File: config.mk
export PLATFORM = sky130hd
export DESIGN_NAME = rpn_stack_evaluator
export DESIGN_NICKNAME = d
export VERILOG_FILES = /design/src/hdl/rpn_pkg.sv /design/src/hdl/rpn_stack_evaluator.sv
export VERILOG_INCLUDE_DIRS = /design/src /design/src/hdl
export SDC_FILE = /design/constraint.sdc
export NUM_CORES = 2
export LEC_CHECK = 0
export ABC_AREA = 0
export BUFFER_PORTS_ARGS = -buffer_cell sky130_fd_sc_hd__buf_2
export CELL_PAD_IN_SITES_DETAIL_PLACEMENT = 1
export CELL_PAD_IN_SITES_GLOBAL_PLACEMENT = 1
export CORE_ASPECT_RATIO = 2
export CORE_MARGIN = 4
export CORE_UTILIZATION = 58
export CTS_CLUSTER_SIZE = 25
export DETAILED_ROUTE_END_ITERATION = 7
export PLACE_DENSITY_LB_ADDON = 0.1
export SYNTH_ARGS = -nofsm -noshare
export SYNTH_HDL_FRONTEND = slang
export SYNTH_SLANG_ARGS = --single-unit
File: constraint.sdc
create_clock -name clk -period 13.5 [get_ports clk]
set_input_delay 0.675 -clock clk [delete_from_list [all_inputs] [get_ports clk]]
set_output_delay 0.675 -clock clk [all_outputs]
set_load 0.005 [all_outputs]
File: src/hdl/rpn_stack_evaluator_assert.svh
// Assertion macros for the RPN stack evaluator.
// Depends on clk and rst_n being in scope where the macros are used.
`ifndef RPN_STACK_EVALUATOR_ASSERT_SVH
`define RPN_STACK_EVALUATOR_ASSERT_SVH

// Check cons in the same cycle as ante.
`define RPN_ASSERT_IMPL(label, ante, cons) \
    label: assert property (@(posedge clk) disable iff (!rst_n) (ante) |-> (cons)) \
        else $error("rpn_stack_evaluator: same-cycle check failed");

// Check cons in the cycle after ante.
`define RPN_ASSERT_NEXT(label, ante, cons) \
    label: assert property (@(posedge clk) disable iff (!rst_n) (ante) |=> (cons)) \
        else $error("rpn_stack_evaluator: next-cycle check failed");

`endif

File: src/hdl/rpn_pkg.sv
// Package for the RPN stack evaluator: sizes, command and status codes,
// sequencer states and the input and result word types. No dependencies.
package rpn_pkg;

    localparam int STACK_DEPTH = 16;
    localparam int WORD_W      = 32;
    localparam int CMD_W       = 3;
    localparam int DEPTH_W     = 5;
    localparam int ADDR_W      = (STACK_DEPTH > 1) ? $clog2(STACK_DEPTH) : 1;
    localparam int CNT_W       = $clog2(STACK_DEPTH + 1);
    localparam int STEP_W      = $clog2(WORD_W);

    typedef enum logic [CMD_W-1:0] {
        CMD_PUSH = 3'd0,
        CMD_ADD  = 3'd1,
        CMD_SUB  = 3'd2,
        CMD_MUL  = 3'd3,
        CMD_DIV  = 3'd4
    } cmd_t;

    typedef enum logic [1:0] {
        ST_OK    = 2'd0,
        ST_UNDER = 2'd1,
        ST_OVER  = 2'd2,
        ST_DIVZ  = 2'd3
    } status_t;

    typedef enum logic [2:0] {
        S_IDLE,
        S_DISPATCH,
        S_FETCH,
        S_DIV,
        S_FIX,
        S_WRITE,
        S_RESP
    } state_t;

    typedef struct packed {
        logic [CMD_W-1:0]         command;
        logic signed [WORD_W-1:0] value;
    } item_t;

    typedef struct packed {
        logic signed [WORD_W-1:0] top_value;
        logic [DEPTH_W-1:0]       depth;
        status_t                  status;
    } result_t;

endpackage

File: src/hdl/rpn_stack_evaluator.sv
// RPN stack evaluator top level: operand stack memory, sequencer, shared ALU
// and radix-2 divider. Depends on rpn_pkg and rpn_stack_evaluator_assert.svh.
//
// Usage:
//   Input channel: drive item (command, value) and raise start; the word is
//   taken at a rising edge where start is high and busy is low. busy stays
//   high until the result has been shown.
//   Result channel: result (top_value, depth, status) is valid for exactly
//   one cycle while done is high. The receiver cannot stall; it must take
//   the word in that cycle.
//   Sequence from the accepting edge: push, unknown commands and underflow
//   pass dispatch and response; add, subtract and multiply pass dispatch,
//   fetch, write and response; divide adds the divider steps and a sign
//   fix before write, and divide by zero goes from fetch to response.
//   Divide time is set by the 32-step radix-2 restoring divider, one quotient
//   bit per cycle; the others by the stack's single registered read port.
//   Reset (rst_n low, asynchronous) empties the stack and returns to idle;
//   stack contents are not cleared and no clearing pass is needed, since only
//   entries below the count are read.
`include "rpn_stack_evaluator_assert.svh"

module rpn_stack_evaluator (
    input  logic             clk,
    input  logic             rst_n,
    input  logic             start,
    input  rpn_pkg::item_t   item,
    output logic             busy,
    output logic             done,
    output rpn_pkg::result_t result
);

    rpn_pkg::state_t                  state_reg, state_next;
    logic [rpn_pkg::CMD_W-1:0]        cmd_reg, cmd_next;
    logic [rpn_pkg::WORD_W-1:0]       val_reg, val_next;
    logic [rpn_pkg::CNT_W-1:0]        count_reg, count_next;
    logic [rpn_pkg::WORD_W-1:0]       top_reg, top_next;
    logic [rpn_pkg::WORD_W-1:0]       res_reg, res_next;
    rpn_pkg::status_t                 status_reg, status_next;
    logic [rpn_pkg::WORD_W-1:0]       rem_reg, rem_next;
    logic [rpn_pkg::WORD_W-1:0]       quo_reg, quo_next;
    logic [rpn_pkg::WORD_W-1:0]       dvs_reg, dvs_next;
    logic                             neg_reg, neg_next;
    logic [rpn_pkg::STEP_W-1:0]       step_reg, step_next;
    logic [rpn_pkg::WORD_W-1:0]       rd_data_reg;

    logic [rpn_pkg::WORD_W-1:0]       mem [rpn_pkg::STACK_DEPTH];

    logic                             accept;
    logic [rpn_pkg::CNT_W-1:0]        below_cnt;
    logic [rpn_pkg::ADDR_W-1:0]       rd_addr;
    logic                             wr_en;
    logic [rpn_pkg::ADDR_W-1:0]       wr_addr;
    logic [rpn_pkg::WORD_W-1:0]       wr_data;
    logic [rpn_pkg::WORD_W-1:0]       opa;
    logic [rpn_pkg::WORD_W-1:0]       opb;
    logic [rpn_pkg::WORD_W-1:0]       prod_lo;
    logic [rpn_pkg::WORD_W:0]         shifted;
    logic [rpn_pkg::WORD_W:0]         trial;
    logic                             is_full;
    logic                             is_short;

    assign busy      = (state_reg != rpn_pkg::S_IDLE);
    assign accept    = start && !busy;
    assign below_cnt = count_reg - rpn_pkg::CNT_W'(2);
    assign rd_addr   = below_cnt[rpn_pkg::ADDR_W-1:0];
    assign opa       = top_reg;
    assign opb       = rd_data_reg;
    assign prod_lo   = opb * opa;
    assign shifted   = {rem_reg, quo_reg[rpn_pkg::WORD_W-1]};
    assign trial     = shifted - {1'b0, dvs_reg};
    assign is_full   = (count_reg >= rpn_pkg::CNT_W'(rpn_pkg::STACK_DEPTH));
    assign is_short  = (count_reg < rpn_pkg::CNT_W'(2));

    // Operand stack memory
    always_ff @(posedge clk)
    begin
        if (wr_en)
        begin
            mem[wr_addr] <= wr_data;
        end
        rd_data_reg <= mem[rd_addr];
    end

    always_ff @(posedge clk or negedge rst_n)
    begin
        if (!rst_n)
        begin
            state_reg <= rpn_pkg::S_IDLE;
            count_reg <= '0;
            step_reg  <= '0;
        end
        else
        begin
            state_reg <= state_next;
            count_reg <= count_next;
            step_reg  <= step_next;
        end
    end

    always_ff @(posedge clk)
    begin
        cmd_reg    <= cmd_next;
        val_reg    <= val_next;
        top_reg    <= top_next;
        res_reg    <= res_next;
        status_reg <= status_next;
        rem_reg    <= rem_next;
        quo_reg    <= quo_next;
        dvs_reg    <= dvs_next;
        neg_reg    <= neg_next;
    end

    // Next state
    always_comb
    begin
        state_next = state_reg;
        case (state_reg)
            rpn_pkg::S_IDLE:
            begin
                if (accept)
                begin
                    state_next = rpn_pkg::S_DISPATCH;
                end
            end
            rpn_pkg::S_DISPATCH:
            begin
                if (cmd_reg inside {rpn_pkg::CMD_ADD, rpn_pkg::CMD_SUB,
                                    rpn_pkg::CMD_MUL, rpn_pkg::CMD_DIV} && !is_short)
                begin
                    state_next = rpn_pkg::S_FETCH;
                end
                else
                begin
                    state_next = rpn_pkg::S_RESP;
                end
            end
            rpn_pkg::S_FETCH:
            begin
                if (cmd_reg == rpn_pkg::CMD_DIV)
                begin
                    state_next = (opa == '0) ? rpn_pkg::S_RESP : rpn_pkg::S_DIV;
                end
                else
                begin
                    state_next = rpn_pkg::S_WRITE;
                end
            end
            rpn_pkg::S_DIV:
            begin
                if (step_reg == '0)
                begin
                    state_next = rpn_pkg::S_FIX;
                end
            end
            rpn_pkg::S_FIX:   state_next = rpn_pkg::S_WRITE;
            rpn_pkg::S_WRITE: state_next = rpn_pkg::S_RESP;
            rpn_pkg::S_RESP:  state_next = rpn_pkg::S_IDLE;
            default:          state_next = rpn_pkg::S_IDLE;
        endcase
    end

    // Datapath and outputs
    always_comb
    begin
        cmd_next    = cmd_reg;
        val_next    = val_reg;
        count_next  = count_reg;
        top_next    = top_reg;
        res_next    = res_reg;
        status_next = status_reg;
        rem_next    = rem_reg;
        quo_next    = quo_reg;
        dvs_next    = dvs_reg;
        neg_next    = neg_reg;
        step_next   = step_reg;
        wr_en       = 1'b0;
        wr_addr     = rd_addr;
        wr_data     = res_reg;
        done        = 1'b0;

        case (state_reg)
            rpn_pkg::S_IDLE:
            begin
                if (accept)
                begin
                    cmd_next    = item.command;
                    val_next    = item.value;
                    status_next = rpn_pkg::ST_OK;
                end
            end
            rpn_pkg::S_DISPATCH:
            begin
                case (cmd_reg)
                    rpn_pkg::CMD_PUSH:
                    begin
                        if (is_full)
                        begin
                            status_next = rpn_pkg::ST_OVER;
                        end
                        else
                        begin
                            wr_en      = 1'b1;
                            wr_addr    = count_reg[rpn_pkg::ADDR_W-1:0];
                            wr_data    = val_reg;
                            top_next   = val_reg;
                            count_next = count_reg + rpn_pkg::CNT_W'(1);
                        end
                    end
                    rpn_pkg::CMD_ADD, rpn_pkg::CMD_SUB, rpn_pkg::CMD_MUL, rpn_pkg::CMD_DIV:
                    begin
                        if (is_short)
                        begin
                            status_next = rpn_pkg::ST_UNDER;
                        end
                    end
                    default:
                    begin
                    end
                endcase
            end
            rpn_pkg::S_FETCH:
            begin
                case (cmd_reg)
                    rpn_pkg::CMD_ADD: res_next = opb + opa;
                    rpn_pkg::CMD_SUB: res_next = opb - opa;
                    rpn_pkg::CMD_MUL: res_next = prod_lo;
                    rpn_pkg::CMD_DIV:
                    begin
                        if (opa == '0)
                        begin
                            status_next = rpn_pkg::ST_DIVZ;
                        end
                        else
                        begin
                            rem_next  = '0;
                            quo_next  = opb[rpn_pkg::WORD_W-1] ? (~opb + 1'b1) : opb;
                            dvs_next  = opa[rpn_pkg::WORD_W-1] ? (~opa + 1'b1) : opa;
                            neg_next  = opa[rpn_pkg::WORD_W-1] ^ opb[rpn_pkg::WORD_W-1];
                            step_next = rpn_pkg::STEP_W'(rpn_pkg::WORD_W - 1);
                        end
                    end
                    default:
                    begin
                    end
                endcase
            end
            rpn_pkg::S_DIV:
            begin
                // one restoring step per cycle
                if (trial[rpn_pkg::WORD_W])
                begin
                    rem_next = shifted[rpn_pkg::WORD_W-1:0];
                end
                else
                begin
                    rem_next = trial[rpn_pkg::WORD_W-1:0];
                end
                quo_next  = {quo_reg[rpn_pkg::WORD_W-2:0], ~trial[rpn_pkg::WORD_W]};
                step_next = step_reg - rpn_pkg::STEP_W'(1);
            end
            rpn_pkg::S_FIX:
            begin
                res_next = neg_reg ? (~quo_reg + 1'b1) : quo_reg;
            end
            rpn_pkg::S_WRITE:
            begin
                wr_en      = 1'b1;
                wr_addr    = rd_addr;
                wr_data    = res_reg;
                top_next   = res_reg;
                count_next = count_reg - rpn_pkg::CNT_W'(1);
            end
            rpn_pkg::S_RESP:
            begin
                done = 1'b1;
            end
            default:
            begin
            end
        endcase
    end

    always_comb
    begin
        result.top_value = (count_reg == '0) ? '0 : top_reg;
        result.depth     = rpn_pkg::DEPTH_W'(count_reg);
        result.status    = status_reg;
    end

    `RPN_ASSERT_IMPL(a_count_bound, 1'b1, count_reg <= rpn_pkg::CNT_W'(rpn_pkg::STACK_DEPTH))
    `RPN_ASSERT_IMPL(a_done_busy, done, busy)
    `RPN_ASSERT_NEXT(a_accept_busy, accept, busy && !done)
    `RPN_ASSERT_NEXT(a_done_idle, done, !busy && !done)
    `RPN_ASSERT_NEXT(a_write_pop, state_reg == rpn_pkg::S_WRITE,
                     count_reg == $past(count_reg) - rpn_pkg::CNT_W'(1))

endmodule
[Word-level counts from Yosys, hierarchy flattened]
Memory sizes are Yosys's and may differ from the RTL's. A register that Yosys moved wholly into a read port is not among the register bits.
Cells that the tools add are included.
Cells by class
  $add $sub $neg: 10
  $mul: 1
  magnitude comparators: 2
  equality and inequality tests: 21
  muxes and demuxes: 47
  bitwise logic cells: 6
  reduce and logical (&&, ||, !) cells: 23
Operators by type and width (number)
  32-bit two-way mux: 13
  32-bit case mux with 2 select lines: 4
  32-bit by 1-bit adder with 32-bit output, second input constant: 3
  32-bit inverter: 3
  32-bit case mux with 3 select lines: 1
  33-bit by 32-bit subtractor with 33-bit output: 1
  32-bit adder: 1
  32-bit zero test: 1
  32-bit by 32-bit multiplier with 32-bit output: 1
  32-bit subtractor: 1
  31-bit two-way mux: 1
  5-bit two-way mux: 4
  5-bit case mux with 2 select lines: 2
  3-bit case mux with 6 select lines: 1
  3-bit two-way mux: 5
  3-bit by 2-bit equality test with 1-bit output, second input constant: 4
  3-bit equality test, second input constant: 4
  4-bit two-way mux: 3
  2-bit inequality test, second input constant: 6
  5-bit zero test: 2
  2-bit two-way mux: 5
  5-bit by 1-bit subtractor with 5-bit output, second input constant: 2
  3-bit AND reduction: 3
  7-bit AND reduction: 1
  other kinds (23): 38
Word-level totals
  register bits after elaboration: 211
  RAM bits: 512
  word-level logic and storage cells: 124
  memories: 1
Memory list
  mem: depth 16, width 32, read ports 1, clocked after memory_dff 1, wr ports 1, RTL line rpn_stack_evaluator.sv:46  | logic [rpn_pkg::WORD_W-1:0] mem [rpn_pkg::STACK_DEPTH];

[Logic depth before layout (Yosys ltp)]
  depth after elaboration: 6
  depth in mapped cells: 29

[Least setup slack after synthesis]
No wires, ideal clock.
  path kind: flip-flop to flip-flop
  start point: register top_reg, in the netlist opa[5]
  end point: register res_reg[29] in the netlist's numbering (data pin)
  data arrival time: 6908 ps
  data required time: 13244 ps
  setup slack: 6336 ps
  cell stages (with the launch flop): 26
  buffers on the path: 2
  path through: edfxtp_1 clkbuf_1 clkbuf_1 and2_1 fa_1 fa_1 fa_1 inv_1 fa_1 inv_1 fa_1 inv_1 fa_1 inv_1 fa_1 fa_1 ha_1 a21o_1 a21o_1 a21o_1 a22oi_1 a31oi_1 a31oi_1 xor2_1 o22ai_1 a31o_2
Between the ends
  word-level cells in the longest chain between the ends: 3
  elaborated cells on any way between the ends: 5
  classes of those cells: add/sub (2); mul (1); mux (2)
RTL lines
  start: declaration: RTL line rpn_stack_evaluator.sv:36  | logic [rpn_pkg::WORD_W-1:0] top_reg, top_next;
  start signal: assignment: RTL line rpn_stack_evaluator.sv:104  | top_reg <= top_next;
  32-bit by 32-bit multiplier with 32-bit output, or another cell as far along: RTL line rpn_stack_evaluator.sv:68  | assign prod_lo = opb * opa;
  32-bit case mux with 3 select lines *: RTL line rpn_stack_evaluator.sv:223  | case (cmd_reg)
  32-bit case mux with 2 select lines *: RTL line rpn_stack_evaluator.sv:181  | case (state_reg)
  named net res_next (one bit): RTL line rpn_stack_evaluator.sv:37  | logic [rpn_pkg::WORD_W-1:0] res_reg, res_next;
  end signal: assignment: RTL line rpn_stack_evaluator.sv:105  | res_reg <= res_next;
  end: declaration: RTL line rpn_stack_evaluator.sv:37
Mark *: on every way through the listed nets, which the timed path passes. The rest lies on a longest branch.
A chain may end at the register's enable or synchronous reset.

[Final worst setup path]
  start point: register top_reg, in the netlist opa[2]
  end point: register res_reg[23] in the netlist's numbering (data pin)
The elaborated chain is that of the path after synthesis.

==> impl_metrics.csv <==
group,metric,value,unit
run_status,status,"complete, no violations",
setup_path,crit_buf_inv,3,
min_path,hold_path_depth,1,
setup_path,r2r_start,"opa[2]",
die,initial_utilization,0.5834,
route,first_pass_iters,6,
yosys,async_flop_share,0.01722,
min_path,hold_class,"input port to flop",
yosys,synth_edf_count,710,
clocking,clkSinkCount,755,
grt,grt_max_degree,102,
cells_and_area,layout_commonest_cell,"edfxtp_1",
clocking,cts_root_buffer,"clkbuf_16",
die,die_area,0.09249,mm^2
yosys,syn_inst,4130,
route,routed_wl,160400,um
grt,track_usage,0.3547,
route,drc,0,
timing,max_freq,128.1,MHz
timing,whs,0.1877,ns
yosys,yosysSeqAreaShare,0.4396,
yosys,yosys-top-cells-area,"edfxtp_1 (42%), fa_1 (16%), mux4_2 (7.1%), ha_1 (4.8%), and2_1 (3.8%)",
cells_and_area,layout.nets,4776,
yosys,synth_cell_types,84,
setup_path,r2r_end,"res_reg[23]",
clocking,insertion_delay,0.68,ns
setup_path,end_kind,"flop",
clocking,post_cts_resized,0,
setup_path,r2r_cells,23,
min_path,min_from,"item[25]",
clocking,cts_buffer_depth,3,
die,rows,153,
yosys,yosysTopAreaCell,"edfxtp_1",
die,fp.coreArea,0.08691,mm^2
timing,drv_slew,0,
route,drtIter0Drc,2493,
setup_path,cp_slowest_cell,"a31oi_1",
clocking,cts_tree,"yes",
grt,grt_overflow,0,
setup_path,path_cells,"buf_4 > and2_1 > fa_1 > inv_1 > fa_1 > fa_1 > fa_1 > inv_1 > ha_1 > ha_1 > fa_1 > fa_1 > ha_1 > a2111oi_0 > o21ai_0 > a31oi_1 > o21ai_0 > a31o_2 > a21o_1 > a21oi_1 > xnor2_1 > a21oi_1 > a21oi_1",
timing,hold_viol_final,0,
place,hpwl,109000,um
die,die_width,217.1,um
timing,setup_tns,0,ns
setup_path,rrSetupSlack,5.69,ns
grt,grt_pass1_vias,38525,
yosys,ys.flop_type,"edfxtp_1",
yosys,yosysWarnings,0,
die,io_pins,79,
min_path,hold_end,"val_reg[25]",
setup_path,cp_top_family,"adder cells",
route,detail-route-antenna-nets,0,
yosys,synth.top_cell.area_share,0.4205,
setup_path,cp_common_cell,"fa_1",
run,max_cap_violations,0,
setup_path,worstPathRequired,13.92,ns
timing,finClkSkew,0.03574,ns
yosys,synth_seq_cells,755,
route,via_per_inst,6.324,
timing,finalCritPeriodShare,0.5783,
timing,rsz0062_at_grt,"no",
cells_and_area,final_cell_mix,"edfxtp_1 (710), nand2_1 (478), inv_1 (444), fa_1 (411), and2_1 (309)",
timing,worstMarginPinSlew,1.189,ns
timing,finalSetupViolCount,0,
clocking,cts-buffers-inserted,69,
place,gp_congestion,0.9280,
die,fp.dieH,426.1,um
cells_and_area,largest_register_ffs,512,
cells_and_area,syn2layout_area_growth,8.050,%
route,wl_per_cell,29.99,um
timing,min_period,7.807,ns
cells_and_area,drive_gt1_frac,0.1254,
timing,slew-limit-headroom,0.2015,
setup_path,cp.arrival,8.23,ns
yosys,syn_avg_cell_area,12.28,um^2
setup_path,cpPeakStageDelay,0.61,ns
yosys,syn_area,0.05070,mm^2
cells_and_area,fin_util,0.6303,
route,num_vias,33833,
yosys,synth_nets,4775,
setup_path,crit_type,"flop to flop",
place,port_buffers,78,
grt,grt_pass1_wl,239400,um
setup_path,start_kind,"flop",
cells_and_area,top_register,"mem",
clocking,cts_max_level,3,
setup_path,crit_fanout,36,
clocking,clk_pin_slew_worst_paths,0.07,ns
grt,antenna_found_initial,5,
## cell type report
type | count | area, um^2
multi-input combinational | 2694 | 25980
inverter | 445 | 1670
antenna | 3 | 7.507
clock buffer | 83 | 1841
sequential | 755 | 22300
clock inverter | 42 | 464.2
timing repair buffer | 166 | 1066
tap | 1162 | 1454
fill | 8591 | 32130
## per-layer routing
metal / share of wire / wire (um) / vias up / track usage
li1: - / - / 14115 / -
met1: 0.32 / 51210 / 17605 / 0.3682
met2: 0.54 / 86840 / 1488 / 0.6604
met3: 0.061 / 9794 / 621 / 0.05558
met4: 0.078 / 12550 / 4 / 0.2232
met5: 0.00021 / 33 / - / 0
## what timing repair did
item | CTS | global route
buffers inserted | 0 | 0
hold buffers | 1 | 0
setup endpoints to repair | 0 | 0
hold endpoints to repair | 13 | 0
## cells by family after synthesis
family | synth area share
DFF | 0.4396
AOI/OAI and AO/OA | 0.05634
adders and majority gates | 0.2107
and+or+nand+nor | 0.1126
xor gates and xnor gates | 0.04509
buffers and inverters | 0.05101
muxes | 0.08470
## through the flow
stage	area, um^2	instances	setup WS, ns
after global routing	54780	5348	5.333
final	54780	5350	5.693
after CTS	54770	5347	5.761
after detailed placement	52460	5221	5.784
after floorplan	50700	4130	6.336
after global placement	52460	5221	5.922
## Yosys cell counts, types with 11 or more instances
library cell,n
edfxtp_1,710
nand2_1,479
inv_1,444
fa_1,411
and2_1,309
clkbuf_1,215
ha_1,196
mux4_2,160
xnor2_1,152
nor2_1,139
o21ai_0,120
xor2_1,109
a21oi_1,107
a21o_1,46
nor3_1,42
nor2b_1,40
mux2i_1,33
dfxtp_1,32
mux2_2,32
o31ai_1,32
a211oi_1,29
or3_1,24
o21a_1,19
nand2b_1,18
nand3_1,18
nor4_1,18
a31oi_1,16
dfrtp_1,13
buf_1,12
o211ai_1,12
or2_2,11
## worst max-delay path by stage
stage | startpoint | endpoint | slack, ns | cells after the start
3_5_place_dp | opa[2] | res_reg[23] | 5.78 | 23
2_1_floorplan | opa[5] | res_reg[29] | 6.34 | 25
4_1_cts | opa[2] | res_reg[23] | 5.76 | 23
3_3_place_gp | opa[2] | res_reg[23] | 5.92 | 23
6_report | opa[2] | res_reg[23] | 5.69 | 23
5_1_grt | opa[2] | res_reg[23] | 5.33 | 23
Power is not shown: default switching activity piles up to over one toggle a cycle in this logic, so the estimate is an artifact.
